`src/design/rapd_pkg.sv`:
```
// Shared types and constants for the range average presence debounce block.
package rapd_pkg;

  localparam int unsigned SAMPLE_W = 16;
  localparam int unsigned TIME_W   = 32;
  localparam int unsigned CFG_W    = 16;
  localparam int unsigned CFG_IDX_W = 1;

  localparam logic [CFG_W-1:0] THRESHOLD_RESET = 16'd100;
  localparam logic [CFG_W-1:0] DEBOUNCE_RESET  = 16'd500;

  // Configuration register indexes
  typedef enum logic [CFG_IDX_W-1:0] {
    REG_THRESHOLD = 1'b0,
    REG_DEBOUNCE  = 1'b1
  } cfg_reg_e;

  typedef struct packed {
    logic                sample_valid;
    logic [SAMPLE_W-1:0] range_sample;
    logic [TIME_W-1:0]   now_ms;
  } in_item_t;

  typedef struct packed {
    logic [SAMPLE_W-1:0] average_range;
    logic                present;
    logic                changed;
  } out_item_t;

endpackage

```
`src/design/rapd_if.sv`:
```
// Valid/ready stream interfaces for the input and result channels.
interface rapd_in_if;
  import rapd_pkg::*;
  logic     valid;
  logic     ready;
  in_item_t payload;
  modport source (output valid, output payload, input ready);
  modport sink (input valid, input payload, output ready);
endinterface

interface rapd_out_if;
  import rapd_pkg::*;
  logic      valid;
  logic      ready;
  out_item_t payload;
  modport source (output valid, output payload, input ready);
  modport sink (input valid, input payload, output ready);
endinterface

```
`src/design/rapd_cell.sv`:
```
// One cell of the sample window: holds a sample and passes it on when shifting.
module rapd_cell (
  input  logic                          clk_i,
  input  logic                          rst_ni,
  input  logic                          shift_i,
  input  logic [rapd_pkg::SAMPLE_W-1:0] sample_i,
  output logic [rapd_pkg::SAMPLE_W-1:0] sample_o
);
  import rapd_pkg::*;

  logic [SAMPLE_W-1:0] sample_q;

  // Take the neighbor's sample on each shift; window starts as zeros
  always_ff @(posedge clk_i or negedge rst_ni) begin
    if (!rst_ni) begin
      sample_q <= '0;
    end else if (shift_i) begin
      sample_q <= sample_i;
    end
  end

  assign sample_o = sample_q;

endmodule

```
`src/design/rapd_debounce.sv`:
```
// Presence flag with time-based debounce of threshold mismatches.
module rapd_debounce (
  input  logic                          clk_i,
  input  logic                          rst_ni,
  input  logic                          step_i,
  input  logic [rapd_pkg::SAMPLE_W-1:0] avg_i,
  input  logic [rapd_pkg::TIME_W-1:0]   now_i,
  input  logic [rapd_pkg::CFG_W-1:0]    threshold_i,
  input  logic [rapd_pkg::CFG_W-1:0]    debounce_i,
  output logic                          present_o,
  output logic                          changed_o
);
  import rapd_pkg::*;

  logic              present_q, present_d;
  logic              mismatch_q, mismatch_d;
  logic [TIME_W-1:0] start_q, start_d;
  logic              below;
  logic [TIME_W-1:0] elapsed;
  logic              toggle;

  // Evaluate mismatch, restart the timer on a fresh mismatch, toggle when it outlasts debounce
  always_comb begin
    below      = avg_i < threshold_i;
    mismatch_d = below != present_q;
    start_d    = (mismatch_d && !mismatch_q) ? now_i : start_q;
    elapsed    = now_i - start_d;
    toggle     = mismatch_d && (elapsed > {{(TIME_W-CFG_W){1'b0}}, debounce_i});
    present_d  = present_q ^ toggle;
  end

  assign present_o = present_d;
  assign changed_o = toggle;

  // Hold debounce state between items
  always_ff @(posedge clk_i or negedge rst_ni) begin
    if (!rst_ni) begin
      present_q  <= 1'b1;
      mismatch_q <= 1'b1;
      start_q    <= '0;
    end else if (step_i) begin
      present_q  <= present_d;
      mismatch_q <= mismatch_d;
      start_q    <= start_d;
    end
  end

endmodule

```
`src/design/range_average_presence_debounce_core.sv`:
```
// Top level: sample window chain, running sum, average and debounced presence.
//
//  channel  | dir | handshake   | payload
//  ---------+-----+-------------+----------------------------------------------
//  in_i     | in  | valid/ready | sample_valid, range_sample, now_ms
//  out_o    | out | valid/ready | average_range, present, changed
//  cfg      | in  | cfg_we_i    | cfg_idx_i selects register, cfg_data_i value
//
//  One item enters per cycle while the pipeline is not backed up; its result passes through
//  three registers (sum snapshot, reciprocal product, debounce and output register).
//  The running sum and debounce state update once per item, so items can follow back to back.
//  Reset clears the window cells, the sum, the pipeline valid flags and restores registers.
//  A stalled output backs up the pipeline; input stays ready while any stage is free.
module range_average_presence_debounce_core #(
  parameter int unsigned WINDOW = 20
) (
  input  logic                           clk_i,
  input  logic                           rst_ni,
  rapd_in_if.sink                        in_i,
  rapd_out_if.source                     out_o,
  input  logic                           cfg_we_i,
  input  logic [rapd_pkg::CFG_IDX_W-1:0] cfg_idx_i,
  input  logic [rapd_pkg::CFG_W-1:0]     cfg_data_i
);
  import rapd_pkg::*;

  localparam int unsigned CLOG_W  = $clog2(WINDOW);
  localparam int unsigned SUM_W   = SAMPLE_W + CLOG_W;
  localparam int unsigned SHIFT   = SUM_W + CLOG_W;
  localparam int unsigned RECIP_W = SHIFT - CLOG_W + 1;
  localparam int unsigned PROD_W  = SUM_W + RECIP_W;
  localparam logic [63:0] RECIP64 =
    ((64'd1 << SHIFT) + 64'(WINDOW) - 64'd1) / 64'(WINDOW);
  localparam logic [RECIP_W-1:0] RECIP   = RECIP64[RECIP_W-1:0];
  localparam logic [SUM_W-1:0]   SUM_MAX = SUM_W'(64'(WINDOW) * 64'd65535);

  // Configuration registers
  logic [CFG_W-1:0] threshold_q, debounce_q;

  always_ff @(posedge clk_i or negedge rst_ni) begin
    if (!rst_ni) begin
      threshold_q <= THRESHOLD_RESET;
      debounce_q  <= DEBOUNCE_RESET;
    end else if (cfg_we_i) begin
      unique case (cfg_reg_e'(cfg_idx_i))
        REG_THRESHOLD: threshold_q <= cfg_data_i;
        REG_DEBOUNCE:  debounce_q  <= cfg_data_i;
        default:       threshold_q <= threshold_q;
      endcase
    end
  end

  // Stage enables, chained back from the output register
  logic v_a_q, v_b_q, v_out_q;
  logic en_a, en_b, en_out, accept, shift;

  assign en_out    = !v_out_q || out_o.ready;
  assign en_b      = !v_b_q || en_out;
  assign en_a      = !v_a_q || en_b;
  assign in_i.ready = en_a;
  assign accept    = in_i.valid && en_a;
  assign shift     = accept && in_i.payload.sample_valid;

  // Sample window as a chain of cells; the last cell holds the oldest sample
  logic [SAMPLE_W-1:0] cell_q [WINDOW];

  for (genvar k = 0; k < WINDOW; k++) begin : g_cell
    if (k == 0) begin : g_head
      rapd_cell u_cell (
        .clk_i    (clk_i),
        .rst_ni   (rst_ni),
        .shift_i  (shift),
        .sample_i (in_i.payload.range_sample),
        .sample_o (cell_q[k])
      );
    end else begin : g_body
      rapd_cell u_cell (
        .clk_i    (clk_i),
        .rst_ni   (rst_ni),
        .shift_i  (shift),
        .sample_i (cell_q[k-1]),
        .sample_o (cell_q[k])
      );
    end
  end

  // Running sum: add the new sample, drop the oldest
  logic [SUM_W-1:0] sum_q, sum_d;

  always_comb begin
    sum_d = sum_q;
    if (shift) begin
      sum_d = sum_q - SUM_W'(cell_q[WINDOW-1]) + SUM_W'(in_i.payload.range_sample);
    end
  end

  always_ff @(posedge clk_i or negedge rst_ni) begin
    if (!rst_ni) begin
      sum_q <= '0;
    end else begin
      sum_q <= sum_d;
    end
  end

  // Stage A: snapshot of the sum after this item
  logic [SUM_W-1:0]  sum_a_q;
  logic [TIME_W-1:0] now_a_q;

  always_ff @(posedge clk_i or negedge rst_ni) begin
    if (!rst_ni) begin
      v_a_q <= 1'b0;
    end else if (en_a) begin
      v_a_q <= accept;
    end
  end

  always_ff @(posedge clk_i) begin
    if (accept) begin
      sum_a_q <= sum_d;
      now_a_q <= in_i.payload.now_ms;
    end
  end

  // Stage B: divide by the window through an exact reciprocal multiply
  logic [PROD_W-1:0] prod_q;
  logic [TIME_W-1:0] now_b_q;

  always_ff @(posedge clk_i or negedge rst_ni) begin
    if (!rst_ni) begin
      v_b_q <= 1'b0;
    end else if (en_b) begin
      v_b_q <= v_a_q;
    end
  end

  always_ff @(posedge clk_i) begin
    if (en_b && v_a_q) begin
      prod_q  <= PROD_W'(sum_a_q) * PROD_W'(RECIP);
      now_b_q <= now_a_q;
    end
  end

  // Stage C: debounce and output register
  logic [SAMPLE_W-1:0] avg_b;
  logic                step;
  logic                present, changed;
  out_item_t           out_q;

  assign avg_b = prod_q[SHIFT +: SAMPLE_W];
  assign step  = en_out && v_b_q;

  rapd_debounce u_debounce (
    .clk_i       (clk_i),
    .rst_ni      (rst_ni),
    .step_i      (step),
    .avg_i       (avg_b),
    .now_i       (now_b_q),
    .threshold_i (threshold_q),
    .debounce_i  (debounce_q),
    .present_o   (present),
    .changed_o   (changed)
  );

  always_ff @(posedge clk_i or negedge rst_ni) begin
    if (!rst_ni) begin
      v_out_q <= 1'b0;
    end else if (en_out) begin
      v_out_q <= v_b_q;
    end
  end

  always_ff @(posedge clk_i) begin
    if (step) begin
      out_q.average_range <= avg_b;
      out_q.present       <= present;
      out_q.changed       <= changed;
    end
  end

  assign out_o.valid   = v_out_q;
  assign out_o.payload = out_q;

  // Running sum never exceeds a full window of maximum samples
  a_sum_bound: assert property (@(posedge clk_i) disable iff (!rst_ni)
    sum_q <= SUM_MAX)
    else $error("window sum out of range");

  // Reciprocal product leaves no quotient bits above the sample width
  a_avg_fits: assert property (@(posedge clk_i) disable iff (!rst_ni)
    v_b_q |-> (prod_q >> (SHIFT + SAMPLE_W)) == '0)
    else $error("average exceeds sample width");

  // Input is held off only when every stage is full and the output is stalled
  a_stall_full: assert property (@(posedge clk_i) disable iff (!rst_ni)
    !in_i.ready |-> (v_a_q && v_b_q && v_out_q && !out_o.ready))
    else $error("input stalled with a free stage");

endmodule
```
`src/flat_wrapper.sv`:
```
// flat-port wrapper written by rule: the top's interface ports become plain ports
module range_average_presence_debounce_core_flat import rapd_pkg::*;
#(
  parameter int unsigned WINDOW = 20
)
  (clk_i, rst_ni, cfg_we_i, cfg_idx_i, cfg_data_i, in_i_valid, in_i_payload, in_i_ready, out_o_valid, out_o_payload, out_o_ready);
  rapd_in_if in_i_i ();
  rapd_out_if out_o_i ();
  input  logic clk_i;
  input  logic rst_ni;
  input  logic cfg_we_i;
  input  logic [rapd_pkg::CFG_IDX_W-1:0] cfg_idx_i;
  input  logic [rapd_pkg::CFG_W-1:0] cfg_data_i;
  input wire logic [$bits(in_i_i.valid)-1:0] in_i_valid;
  input wire logic [$bits(in_i_i.payload)-1:0] in_i_payload;
  output wire logic [$bits(in_i_i.ready)-1:0] in_i_ready;
  output wire logic [$bits(out_o_i.valid)-1:0] out_o_valid;
  output wire logic [$bits(out_o_i.payload)-1:0] out_o_payload;
  input wire logic [$bits(out_o_i.ready)-1:0] out_o_ready;
  assign in_i_i.valid = in_i_valid;
  assign in_i_i.payload = in_i_payload;
  assign in_i_ready = in_i_i.ready;
  assign out_o_valid = out_o_i.valid;
  assign out_o_payload = out_o_i.payload;
  assign out_o_i.ready = out_o_ready;
  range_average_presence_debounce_core #(.WINDOW(WINDOW)) u_core (.clk_i(clk_i), .rst_ni(rst_ni), .in_i(in_i_i), .out_o(out_o_i), .cfg_we_i(cfg_we_i), .cfg_idx_i(cfg_idx_i), .cfg_data_i(cfg_data_i));
endmodule
```
`config.mk`:
```
export PLATFORM = sky130hd
export DESIGN_NAME = range_average_presence_debounce_core_flat
export DESIGN_NICKNAME = d
export VERILOG_FILES = /design/src/design/rapd_pkg.sv /design/src/design/rapd_if.sv /design/src/design/rapd_cell.sv /design/src/design/rapd_debounce.sv /design/src/design/range_average_presence_debounce_core.sv /design/src/flat_wrapper.sv
export SDC_FILE = /design/constraint.sdc
export NUM_CORES = 1
export LEC_CHECK = 0
export ABC_AREA = 1
export BUFFER_PORTS_ARGS = -buffer_cell sky130_fd_sc_hd__buf_2
export CORE_ASPECT_RATIO = 1.1
export CORE_MARGIN = 1
export CORE_UTILIZATION = 65
export DETAILED_ROUTE_END_ITERATION = 10
export PLACE_DENSITY = 0.83
export SYNTH_ARGS = -nofsm -noshare
export SYNTH_HDL_FRONTEND = slang
export SYNTH_SLANG_ARGS = --single-unit
```
`constraint.sdc`:
```
create_clock -name clk_i -period 8.9 [get_ports clk_i]
set_input_delay 0 -clock clk_i [delete_from_list [all_inputs] [get_ports clk_i]]
set_output_delay 0 -clock clk_i [all_outputs]
set_load 0.005 [all_outputs]
```
[After elaboration in Yosys (flattened, before gate mapping)]
Index checks and enable logic that the tools add are counted.
Word-level totals
  bits in registers: 553
  output and inout port bits: 20
Cells by class
  add/subtract/negate cells: 3
  $mul: 1
  $lt $le $gt $ge: 2
  eq/ne operators: 1
  mux-type cells: 2
  bitwise operators: 2
  reductions and logical operators: 15
Operators with widths (count)
  multiplier 21 x 20 -> 40 bit (second input constant): 1
  greater-than comparator 32 x 16 -> 1 bit: 1
  two-way mux 32 bit: 1
  subtractor 32 bit: 1
  adder 21 x 16 -> 21 bit: 1
  two-way mux 21 bit: 1
  subtractor 21 x 16 -> 21 bit: 1
  < comparator 16 bit: 1
  logical AND 1 bit: 6
  zero test 1 bit: 4
  AND reduction 2 bit: 2
  logical OR 1 bit: 3
  inequality test 1 bit: 1
  inverter 1 bit: 1
  bitwise XOR 1 bit: 1

[Logic depth before layout (Yosys ltp)]
  depth in word-level cells: 8
  depth in mapped cells: 45
  gate-level depth less buffers: 43

[Hierarchy]
From an unflattened synthesis, not the netlist that was laid out.
Second synthesis, totals
  cells, all modules: 3726
  area total of the unflattened synthesis: 33047.9 um2
Modules (own cells, without submodules)
  range_average_presence_debounce_core: instances 1, cells each 1658, area each 15665.0 um2
  rapd_cell: instances 20, cells each 68, area each 644.4 um2
  rapd_debounce: instances 1, cells each 708, area each 4495.6 um2

[Least setup slack after synthesis]
No wires, ideal clock.
  path kind: register to register
  start: register u_core.sum_a_q[5]
  end: register u_core.prod_q[40] (data pin)
  library setup time: 276 ps
  arrival: 5727 ps
  data required time: 8624 ps
  setup slack: 2898 ps
  stages on the path, launching flop included: 24
  buffers on the path: 0
  period minus slack after synthesis: 6002 ps
  cells stage by stage: edfxtp_1 > ha_1 > fa_1 > inv_1 > fa_1 > inv_1 > fa_1 > fa_1 > fa_1 > fa_1 > ha_1 > nand2_1 > nor2_1 > nand4_1 > inv_1 > a21oi_1 > o21ai_0 > nand2_1 > nand2_1 > nand2_1 > nand3_1 > a21oi_1 > o311ai_0 > xor2_1
On the way
  word-level cells in the longest chain between the ends: 1
RTL lines
  from (decl): line range_average_presence_debounce_core.sv:106  | logic [SUM_W-1:0] sum_a_q;
  from (signal assigned): line range_average_presence_debounce_core.sv:119  | sum_a_q <= sum_d;
  multiplier 21 x 20 -> 40 bit: line range_average_presence_debounce_core.sv:138  | prod_q <= PROD_W'(sum_a_q) * PROD_W'(RECIP);
  to (signal assigned): line range_average_presence_debounce_core.sv:138
  to (decl): line range_average_presence_debounce_core.sv:125  | logic [PROD_W-1:0] prod_q;
No other way between the ends.
A chain may end at the register's enable or synchronous reset.

[Worst setup path in the final report]
  start: register u_core.threshold_q[11]
  end: register u_core.out_q, in the netlist u_core.out_o.payload[1] (data pin)
On the way
  word-level cells in the longest chain between the ends: 8
RTL lines
  from (decl): line range_average_presence_debounce_core.sv:38  | logic [CFG_W-1:0] threshold_q, debounce_q;
  from (signal assigned): line range_average_presence_debounce_core.sv:46  | REG_THRESHOLD: threshold_q <= cfg_data_i;
  from (signal assigned): line range_average_presence_debounce_core.sv:48  | default: threshold_q <= threshold_q;
  < comparator 16 bit: line rapd_debounce.sv:24  | below = avg_i < threshold_i;
  inequality test 1 bit: line rapd_debounce.sv:25  | mismatch_d = below != present_q;
  logical AND 1 bit: line rapd_debounce.sv:26  | start_d = (mismatch_d && !mismatch_q) ? now_i : start_q;
  two-way mux 32 bit: line rapd_debounce.sv:26
  net u_core.u_debounce.start_d[1]: line rapd_debounce.sv:17  | logic [TIME_W-1:0] start_q, start_d;
  subtractor 32 bit: line rapd_debounce.sv:27  | elapsed = now_i - start_d;
  greater-than comparator 32 x 16 -> 1 bit: line rapd_debounce.sv:28  | toggle = mismatch_d && (elapsed > {{(TIME_W-CFG_W){1'b0}}, debounce_i});
  logical AND 1 bit: line rapd_debounce.sv:28
  bitwise XOR 1 bit: line rapd_debounce.sv:29  | present_d = present_q ^ toggle;
  net u_core.present: line range_average_presence_debounce_core.sv:146  | logic present, changed;
  to (decl): line range_average_presence_debounce_core.sv:147  | out_item_t out_q;
The timed path passes the listed nets, and every way through them passes these cells.

==> run metrics <==
syn_area_per_cell=9.19 µm²; Die Y=230 µm; # DRC=0; worst skew pair latency=0.62 ns; Mapped Nets=3844; drt wl/cell=17.5 µm; CTS root buf=clkbuf_16; setup TNS=0 ns; nets=3976; final core occ=73.2%; CTS buffer count=52; Compound-Gate Fraction of Synth Area=5.23%; Routed WL=72000 µm; io pins=91; Pins Over Slew Limit=0; CP arrival=7.32 ns; RSZ-0062 raised after global routing=false; Initial Util=65.8%; Slowest-stage cell, CP=inv_2; Post-Synth XOR/XNOR Area=1.57%; area grow syn2layout=11.3%; Final GP Congestion=0.927; Placed Area=31600 µm²; crit start category=flop; main combinational cell family by area after synthesis=adder cells; dominant synthesized flop cell=dfrtp_1; final setup skew=0.0415 ns; minimum clock period=6.94 ns; Die ar.=48000 µm²; Hold WS=-0.0130 ns; Setup Buffers After CTS=0; Synth Instances=3330; critical path's largest stage delay=0.71 ns; critical path class=flop to flop; DPL Wire Length=50500 µm; count of yosys warnings during synthesis=0; clock buffer depth=3; Post-synth EDFFs=119; via count of the first global-routing pass=23200; Seq cells post-synth=529; htree depth=2; grt total ovfl=0; clock slew at reported path FFs=0.07 ns; initial antenna violation count=1; Die X=209 µm; worst slew pin tran=1.18 ns; largest net degree at the start of global routing=202; layout cells sized above 1=7.36%; vias per cell=5.41; final setup fails=0; first-pass GRT wire length=119000 µm; commonest cells after routing, fill and taps aside=nand2_1 (1241), inv_1 (479), dfrtp_1 (399); fraction of registers with async set/reset=77.5%; FMAX=144 MHz; Buffers on Ports=90; Total Routing Usage GR=31.5%; Cell Area, Synth=30600 µm²; max cap viols=0; fin area=34100 µm²; via count=22200; Post-Synth Simple-Gate Area=18.6%; DRT Pass-1 Iters=6; mux cell area share after synthesis=0.0327%; Crit Path Max Fanout=55; Yosys cell types=53; Reg2Reg Depth=37; outcome=complete, but fails checks; DR iter-0 viols=1663; Core Box Area=46500 µm²; most used cell, CP=nand2_2; CTS tree=built; required time worst endpoint=9.28 ns; most common cell after layout, fill and taps aside=nand2_1; Rel. slew slack=21.2%; register area share after synthesis=45.2%; FP Rows=83; period utilization=78.0%; failing checks=hold timing; post-synthesis adder-cell area fraction=22.2%; HP Class=primary input to asynchronous set/reset pin; CP Capture Type=flop; final hold vios=5; Antenna Nets Post-Route=0; CTS Sinks=529
==> per-layer routing <==
metal	global-route usage, %	vias to the layer above	share of wire [%]
met1	40.5	10900	42
met3	3.87	123	3.9
met2	55.2	545	51
met4	10.6	0	3.3
met5	0	-	0
li1	-	10600	-
==> cell type report <==
| cell class | count | area, µm² |
|---|---|---|
| well taps | 595 | 744 |
| multi-input cells | 2216 | 14600 |
| inverters | 494 | 1860 |
| flip-flops and latches | 529 | 13800 |
| fillers | 3269 | 12500 |
| clock inverters | 30 | 365 |
| repair buffers | 169 | 1240 |
| clock buffers | 67 | 1440 |
| diodes | 2 | 5.00 |
==> registers in the layout (all words and copies together), names as in the netlist <==
signal / cells
u_core.now_a_q: 32
u_core.v_b_q: 1
u_core.g_cell.g_body.u_cell.sample_o: 304
u_core.now_b_q: 32
u_core.u_debounce.mismatch_q: 1
u_core.v_a_q: 1
u_core.u_debounce.present_q: 1
u_core.out_o.payload: 18
u_core.sum_q: 21
u_core.prod_q: 16
u_core.u_debounce.start_q: 32
u_core.g_cell.g_head.u_cell.sample_o: 16
u_core.threshold_q: 16
u_core.sum_a_q: 21
u_core.out_o.valid: 1
u_core.debounce_q: 16
==> kinds of logic after synthesis <==
| kind of cell | Yosys count |
|---|---|
| AOI/OAI and AO/OA | 299 |
| xor gates and xnor gates | 54 |
| adders and majority gates | 443 |
| buffers and inverters | 585 |
| DFF | 529 |
| muxes | 1 |
| and+or+nand+nor | 1419 |
==> path summary, 6_finish.rpt <==
path	end	from	slack, ns
setup / recovery	u_core.out_o.payload[1]	u_core.threshold_q[11]	1.96
hold / removal	u_core.u_debounce.start_q[24]	rst_ni	-0.01
setup reg to reg	u_core.out_o.payload[1]	u_core.threshold_q[11]	1.96
hold reg to reg	u_core.now_b_q[7]	u_core.now_a_q[7]	0.39
max in group asynchronous	u_core.g_cell[7].g_body.u_cell.sample_o[14]	rst_ni	6.53
min in group clk_i	u_core.now_a_q[5]	in_i_payload[5]	0.10
==> stage by stage <==
step           cells  worst slack [ns]
6_report        4102              1.96
5_1_grt         4102              1.37
4_1_cts         4100              1.97
3_5_place_dp    3934              1.99
3_3_place_gp    3934              2.10
2_1_floorplan   3330              2.90
==> cell usage after synthesis, drive strengths merged (5+ instances only) <==
master | n | area, µm²
a211oi | 5 | 37.5
a21oi | 101 | 513
buf | 12 | 56.3
clkbuf | 79 | 297
dfrtp | 399 | 9980
dfstp | 11 | 289
edfxtp | 119 | 3570
fa | 165 | 3300
ha | 278 | 3480
inv | 493 | 1850
nand2 | 1259 | 4780
nand3 | 57 | 370
nand3b | 5 | 37.5
nand4 | 13 | 81.3
nor2 | 68 | 302
nor3 | 12 | 70.1
o21ai | 166 | 842
o21bai | 5 | 37.5
xnor2 | 25 | 219
xor2 | 29 | 262
==> critical path: cells and delay by family (launching register included) <==
kind            cells  cell delay (ns)
buf+inv             3             0.95
fa+ha+maj           3             1.05
simple gates       21             2.36
flops               1             0.38
xor+xnor            1             0.23
compound gates      9             1.76
==> what timing repair did <==
| item | in CTS | in global routing |
|---|---|---|
| hold endpoints to repair | 191 | 0 |
| hold buffers | 69 | 0 |
| resized for setup | 0 | 0 |
Power is not shown: default switching activity piles up to over one toggle a cycle in this logic, so the estimate is an artifact.
